<file path="src/rtl/all_pairs_shortest_paths_core_macros.svh">
// ----------------------------------------------------------------------------
// all_pairs_shortest_paths_core_macros
// assertion macros used by the shortest path core file
// ----------------------------------------------------------------------------
`ifndef ALL_PAIRS_SHORTEST_PATHS_CORE_MACROS_SVH
`define ALL_PAIRS_SHORTEST_PATHS_CORE_MACROS_SVH

// same cycle implication
`define APSP_ASSERT_IMPL(name, ante, cons, msg) \
  name: assert property (@(posedge clk) disable iff (rst) (ante) |-> (cons)) \
    else $error(msg);

// next cycle implication
`define APSP_ASSERT_NEXT(name, ante, cons, msg) \
  name: assert property (@(posedge clk) disable iff (rst) (ante) |=> (cons)) \
    else $error(msg);

`endif

</file>
<file path="src/rtl/apsp_alu.sv">
// ----------------------------------------------------------------------------
// apsp_alu
// shared saturating adder and relaxation compare
// ----------------------------------------------------------------------------
module apsp_alu #(
  parameter int DIST_BITS = 21,
  parameter int CW        = 23
) (
  input  logic signed [CW-1:0]        opa,
  input  logic signed [CW-1:0]        opb,
  input  logic signed [DIST_BITS-1:0] cur,
  input  logic signed [DIST_BITS-1:0] via,
  output logic signed [DIST_BITS-1:0] sum,
  output logic                        replace
);

  localparam logic signed [CW-1:0] DMAX =
    {{(CW-DIST_BITS+1){1'b0}}, {(DIST_BITS-1){1'b1}}};
  localparam logic signed [CW-1:0] DMIN = ~DMAX;

  logic signed [CW-1:0] full;

  assign full = opa + opb;

  always_comb begin
    if (full > DMAX) begin
      sum = DMAX[DIST_BITS-1:0];
    end else if (full < DMIN) begin
      sum = DMIN[DIST_BITS-1:0];
    end else begin
      sum = full[DIST_BITS-1:0];
    end
  end

  assign replace = cur > via;

endmodule

</file>
<file path="config.mk">
export PLATFORM = sky130hd
export DESIGN_NAME = apsp_alu
export DESIGN_NICKNAME = d
export VERILOG_FILES = /design/src/rtl/all_pairs_shortest_paths_core_macros.svh /design/src/rtl/apsp_alu.sv
export SDC_FILE = /design/constraint.sdc
export NUM_CORES = 1
export LEC_CHECK = 0
export BUFFER_PORTS_ARGS = -buffer_cell sky130_fd_sc_hd__buf_4
export CAP_MARGIN = 20
export CORE_AREA = 2 2 71 73
export DETAILED_ROUTE_END_ITERATION = 10
export DIE_AREA = 0 0 73 75
export PLACE_DENSITY_LB_ADDON = 0.15
export SYNTH_ARGS = -nofsm -noshare
export SYNTH_HDL_FRONTEND = slang
export SYNTH_SLANG_ARGS = --single-unit
</file>
<file path="constraint.sdc">
create_clock -name vclk -period 9.05
set_input_delay 1.81 -clock vclk [all_inputs]
set_output_delay 1.81 -clock vclk [all_outputs]
set_load 0.02 [all_outputs]
</file>
==> results of run 1 <==
cell usage after synthesis, types with 2 or more instances:
library cell / number / area [µm²]
sky130_fd_sc_hd__buf_4: 2 / 15.0
sky130_fd_sc_hd__xor2_1: 8 / 70.1
sky130_fd_sc_hd__a21o_1: 14 / 105
sky130_fd_sc_hd__ha_1: 43 / 538
sky130_fd_sc_hd__nand3_1: 7 / 35.0
sky130_fd_sc_hd__o21ai_0: 16 / 80.1
sky130_fd_sc_hd__o31ai_4: 2 / 42.5
sky130_fd_sc_hd__and3_1: 2 / 12.5
sky130_fd_sc_hd__clkbuf_1: 2 / 7.51
sky130_fd_sc_hd__a41oi_2: 2 / 32.5
sky130_fd_sc_hd__a21oi_1: 35 / 175
sky130_fd_sc_hd__a21oi_2: 2 / 17.5
sky130_fd_sc_hd__o21ai_1: 4 / 20.0
sky130_fd_sc_hd__nand2_1: 14 / 52.6
sky130_fd_sc_hd__a211oi_1: 2 / 15.0
sky130_fd_sc_hd__nor2_1: 15 / 56.3
sky130_fd_sc_hd__nor3_1: 4 / 20.0
sky130_fd_sc_hd__xnor2_1: 11 / 96.3
sky130_fd_sc_hd__inv_1: 31 / 116
sky130_fd_sc_hd__nand2b_1: 3 / 18.8
sky130_fd_sc_hd__nand4_1: 6 / 37.5
sky130_fd_sc_hd__o21a_1: 4 / 30.0
sky130_fd_sc_hd__o21ai_2: 4 / 35.0
sky130_fd_sc_hd__o21bai_1: 3 / 22.5
sky130_fd_sc_hd__a31oi_1: 3 / 18.8
cells by family after synthesis:
family | synth area share (%)
buffers and inverters | 8.24
and+or+nand+nor | 15.0
AOI/OAI and AO/OA | 37.5
xor gates and xnor gates | 9.70
adders and majority gates | 29.6
final cells by class:
cell class	instances	area [µm²]	area share (%)
tap	54	67.6	2.47
inverter	31	116	4.25
multi-input combinational	222	1730	63.1
timing repair buffer	110	826	30.2
through the flow:
stage	utilization (%)	cell area (µm²)	hold WS, ns	power (mW)	worst slack (ns)
floorplan	-	1880	3.99	0.179	2.97
global placement	58.7	2740	4.10	0.279	2.37
detailed placement	58.7	2740	4.11	0.281	2.31
CTS	58.7	2740	4.12	0.283	2.29
global route	58.7	2740	4.19	0.307	2.06
finish	58.7	2740	4.11	0.280	2.29
path summary, 6_finish.rpt:
check             endpoint  slack, ns
setup / recovery    sum[5]       2.29
hold / removal      sum[0]       4.11
power breakdown:
group / internal, mW / switching (mW) / leakage [nW] / total [mW]
Combinational: 0.126 / 0.154 / 1.46 / 0.280
Clock: 0 / 0 / 0 / 0
Sequential: 0 / 0 / 0 / 0
Total: 0.126 / 0.154 / 1.46 / 0.280
routing by layer:
layer  up-vias  GRT usage [%]
li1       1154              -
met1       916           23.5
met5         -              0
met4         0           1.03
met3         2           1.47
met2        64           32.1
==> impl_metrics.csv, run 1 <==
group,metric,value,unit
power,largest_vdd_supply_drop,0.0000704,V
floorplan,floorplan.die.height,75,µm
floorplan,fp.dieArea,5480,µm²
critical_path,timing.critical_path.slowest_cell_delay,0.68,ns
critical_path,worst_setup_path_end_kind,"primary output",
critical_path,worst_ep_arrival_time,4.95,ns
route,top_layer_reached_by_signal_wires,"met4",
logic_synthesis,syn_area_per_cell,7.27,µm²
cells_and_area,antennaDiodeCount,0,
placement,hpwl,4420,µm
logic_synthesis,synthesis.nets,391,
sta,worstMarginPinSlew,0.800,ns
sta,hold_viol_final,0,
logic_synthesis,syn-instance-count,259,
global_route,global_route.usage.total,17.6,%
route,vias,2136,
route,drtAntennaViolNets,0,
route,dr.first_iter.drc_count,46,
critical_path,worst_setup_path_start_kind,"primary input",
global_route,grt_pass1_wl,8090,µm
cells_and_area,layout.cells.most_common_list,"sky130_fd_sc_hd__buf_4, sky130_fd_sc_hd__ha_1, sky130_fd_sc_hd__a21oi_1",
cells_and_area,layout_commonest_cell,"sky130_fd_sc_hd__buf_4",
sta,drv_slew,0,
cts,cts.repair_timing.setup_buffer_count,0,
cts,cts_hold_buffers,0,
floorplan,placeableCoreArea,4660,µm²
status,outcome,"completed",
sta,fin_setup_tns,0,ns
global_route,grt_pass1_vias,1913,
cells_and_area,final-instance-count-excl-fill,417,
placement,placedCellCount,417,
route,vias_per_cell,5.12,
route,drt_wl_total,5030,µm
logic_synthesis,synth.cell_area,1880,µm²
sta,period_share,74.7,%
critical_path,worst-path-stages,12,
min_path,timing.hold.worst.start,"opb[0]",
sta,maxSlewHeadroom,46.6,%
logic_synthesis,yosysWarnings,0,
cells_and_area,number_of_flip_flops_and_latches,0,
min_path,worstHoldPathType,"in2out",
min_path,min_path_cells,5,
critical_path,crit_path_start,"opa[0]",
cells_and_area,area_growth,45.4,%
route,residual_drc_count,0,
cells_and_area,clockBufferCount,0,
route,wl_per_cell,12.1,µm
global_route,overflow,0,
floorplan,design.portCount,110,
global_route,largest_net_degree_at_the_start_of_global_routing,21,
logic_synthesis,synth-seq-area-share,0,%
route,drtPass1Iterations,4,
critical_path,critPathRequiredTime,7.24,ns
floorplan,die-width,73,µm
route,met2RoutedLength,2360,µm
route,met3_wirelength,331,µm
floorplan,placement_rows,25,
logic_synthesis,yosysUniqueCellTypes,45,
critical_path,timing.critical_path.buf_inv,2,
sta,timing.fmax,0.148,GHz
critical_path,crit_fanout,20,
cts,post_cts_resize_count,0,
run,max_cap_viol_count,0,
cells_and_area,drive_gt1_share,34.7,%
sta,min_period,6.76,ns
cells_and_area,register_area,0,µm²
placement,placement.io_buffers,110,
global_route,grt_antenna_before_repair,0,
cells_and_area,num-fill-cells,468,
power,cellPowerDensity,102,nW/µm²
sta,setup-violations-final,0,
route,wl_met1,2320,µm
power,total_leakage_power,1.46,nW
cells_and_area,nets,497,
placement,gp_congestion,0.855,
critical_path,timing.critical_path.max_delay_family,"compound AO/OA/AOI/OAI gates",
critical_path,worstPathCellList,"buf_4 > ha_1 > fa_1 > a211oi_1 > o211ai_2 > a31oi_4 > o21ai_2 > a41oi_2 > xnor2_1 > o21ai_2 > o21ai_0 > buf_4",
sta,rsz0062_at_grt,"no",
critical_path,critical-path-slowest-cell,"sky130_fd_sc_hd__o21ai_2",
critical_path,critical_path_type,"in2out",
floorplan,start_util,40.4,%
(Power assumes the default switching activity.)
==> run 2: changes to the inputs <==
clock period = 5.55 ns   (was 9.05 ns; I/O delays follow)
==> run 2 against run 1 <==
Die area stayed put. Routed wire length rose by 5.2%. Core utilization up 0.32 points. Setup slack worse by 1.8 ns. Via count up 2.3%. Flip-flop and latch count stayed put. Non-clock buffer count up 2. Critical endpoint is now sum[9].
==> impl_metrics.csv, run 2 (same netlist as run 1, synthesis figures left out) <==
group,metric,value,unit
floorplan,placeableCoreArea,4660,µm²
route,met2RoutedLength,2520,µm
critical_path,worstPathCellList,"buf_4 > ha_1 > fa_1 > a211oi_1 > o211ai_2 > a31oi_4 > o21ai_2 > a41oi_2 > xnor2_1 > a21oi_4 > o21ai_0 > buf_4",
route,wl_per_cell,12.6,µm
cells_and_area,final_core_util,59.1,%
power,cellPowerDensity,169,nW/µm²
route,vias_per_cell,5.22,
critical_path,timing.critical_path.buf_inv,2,
sta,drv_slew,0,
critical_path,worst_setup_path_end_kind,"primary output",
route,vias,2186,
run,max_cap_viol_count,0,
critical_path,crit_path_start,"opa[0]",
floorplan,floorplan.die.height,75,µm
global_route,grt_antenna_before_repair,0,
floorplan,die-width,73,µm
cells_and_area,nets,499,
placement,hpwl,4720,µm
global_route,largest_net_degree_at_the_start_of_global_routing,20,
floorplan,placement_rows,25,
cells_and_area,area_growth,46.2,%
cts,cts_hold_buffers,0,
global_route,grt_pass1_vias,1956,
global_route,global_route.usage.total,18.2,%
placement,dpl-instance-area,2750,µm²
route,dr.first_iter.drc_count,83,
cells_and_area,final_cell_area,2750,µm²
cells_and_area,number_of_flip_flops_and_latches,0,
critical_path,critPathRequiredTime,4.44,ns
route,wl_met1,2450,µm
critical_path,critical_path_type,"in2out",
sta,worstMarginPinSlew,0.629,ns
sta,fin_setup_tns,0,ns
sta,rsz0062_at_grt,"no",
critical_path,timing.critical_path.slowest_cell_delay,0.47,ns
cells_and_area,antennaDiodeCount,0,
cells_and_area,layout.cells.most_common_list,"sky130_fd_sc_hd__buf_4, sky130_fd_sc_hd__ha_1, sky130_fd_sc_hd__a21oi_1",
critical_path,worst-path-stages,12,
sta,maxSlewHeadroom,57.7,%
min_path,worstHoldPathType,"in2out",
global_route,overflow,0,
route,residual_drc_count,0,
critical_path,timing.critical_path.max_delay_family,"compound AO/OA/AOI/OAI gates",
critical_path,crit_fanout,19,
sta,hold_viol_final,0,
sta,period_share,91.9,%
critical_path,critical-path-slowest-cell,"sky130_fd_sc_hd__a21oi_4",
sta,setup-violations-final,0,
cells_and_area,num-fill-cells,476,
cells_and_area,drive_gt1_share,35.1,%
critical_path,worst_ep_arrival_time,3.99,ns
route,drtAntennaViolNets,0,
power,largest_vdd_supply_drop,0.000153,V
cells_and_area,area_used_by_multi_input_combinational_logic,1730,µm²
route,drt_wl_total,5290,µm
sta,min_period,5.10,ns
sta,hold_ws,2.71,ns
global_route,grt_pass1_wl,8300,µm
power,total_leakage_power,1.47,nW
critical_path,worst_setup_path_start_kind,"primary input",
cells_and_area,clockBufferCount,0,
placement,placement.io_buffers,110,
critical_path,cp_common_cell,"sky130_fd_sc_hd__buf_4",
placement,gp_congestion,0.891,
cts,cts.repair_timing.setup_buffer_count,0,
status,outcome,"completed",
route,met3_wirelength,263,µm
critical_path,termination_of_the_worst_setup_path,"sum[9]",
cells_and_area,register_area,0,µm²
cells_and_area,layout_commonest_cell,"sky130_fd_sc_hd__buf_4",
route,drtPass1Iterations,4,
floorplan,start_util,40.4,%
sta,timing.fmax,0.196,GHz
floorplan,design.portCount,110,
route,top_layer_reached_by_signal_wires,"met4",
floorplan,fp.dieArea,5480,µm²
cts,post_cts_resize_count,0,
==> run 2: changes by cell type in the layout (fill, tap and decap cells not counted) <==
cell	change
sky130_fd_sc_hd__buf_4	+2
==> run 2: metrics by stage <==
step / total power [mW] / setup WS (ns) / cells
floorplan: 0.293 / 0.868 / 259
global placement: 0.463 / 0.507 / 419
detailed placement: 0.466 / 0.435 / 419
CTS: 0.469 / 0.420 / 419
global route: 0.510 / 0.261 / 419
finish: 0.465 / 0.449 / 419
==> run 2: how the worst min path moves through the flow <==
stage / startpoint / to / cells after the start / slack, ns
after floorplan: opb[0] / sum[0] / 3 / 2.59
after global placement: opb[0] / sum[0] / 5 / 2.71
after detailed placement: opb[0] / sum[0] / 5 / 2.72
after CTS: opb[0] / sum[0] / 5 / 2.72
after global routing: opb[0] / sum[0] / 5 / 2.77
final: opb[0] / sum[0] / 5 / 2.71
==> run 2: tightest hold or removal path, cell delays in order <==
cell and delay, ns:
sky130_fd_sc_hd__buf_4 0.08, sky130_fd_sc_hd__ha_1 0.11, sky130_fd_sc_hd__inv_1 0.04, sky130_fd_sc_hd__a21oi_1 0.11
sky130_fd_sc_hd__buf_4 0.15
==> run 2: final cells by class <==
class / count / share of cell area, %
repair buffers: 112 / 30.5
multi-input cells: 222 / 62.8
inverters: 31 / 4.23
well taps: 54 / 2.45
==> run 2: layer usage <==
layer | vias to the layer above | track usage, %
met5 | - | 0
met4 | 0 | 2.26
met3 | 6 | 1.20
met2 | 66 | 32.3
met1 | 961 | 24.9
li1 | 1153 | -
==> run 2: report_power, final <==
group	switching [mW]	internal, mW
sequential	0	0
combinational	0.254	0.211
clock	0	0
total	0.254	0.211
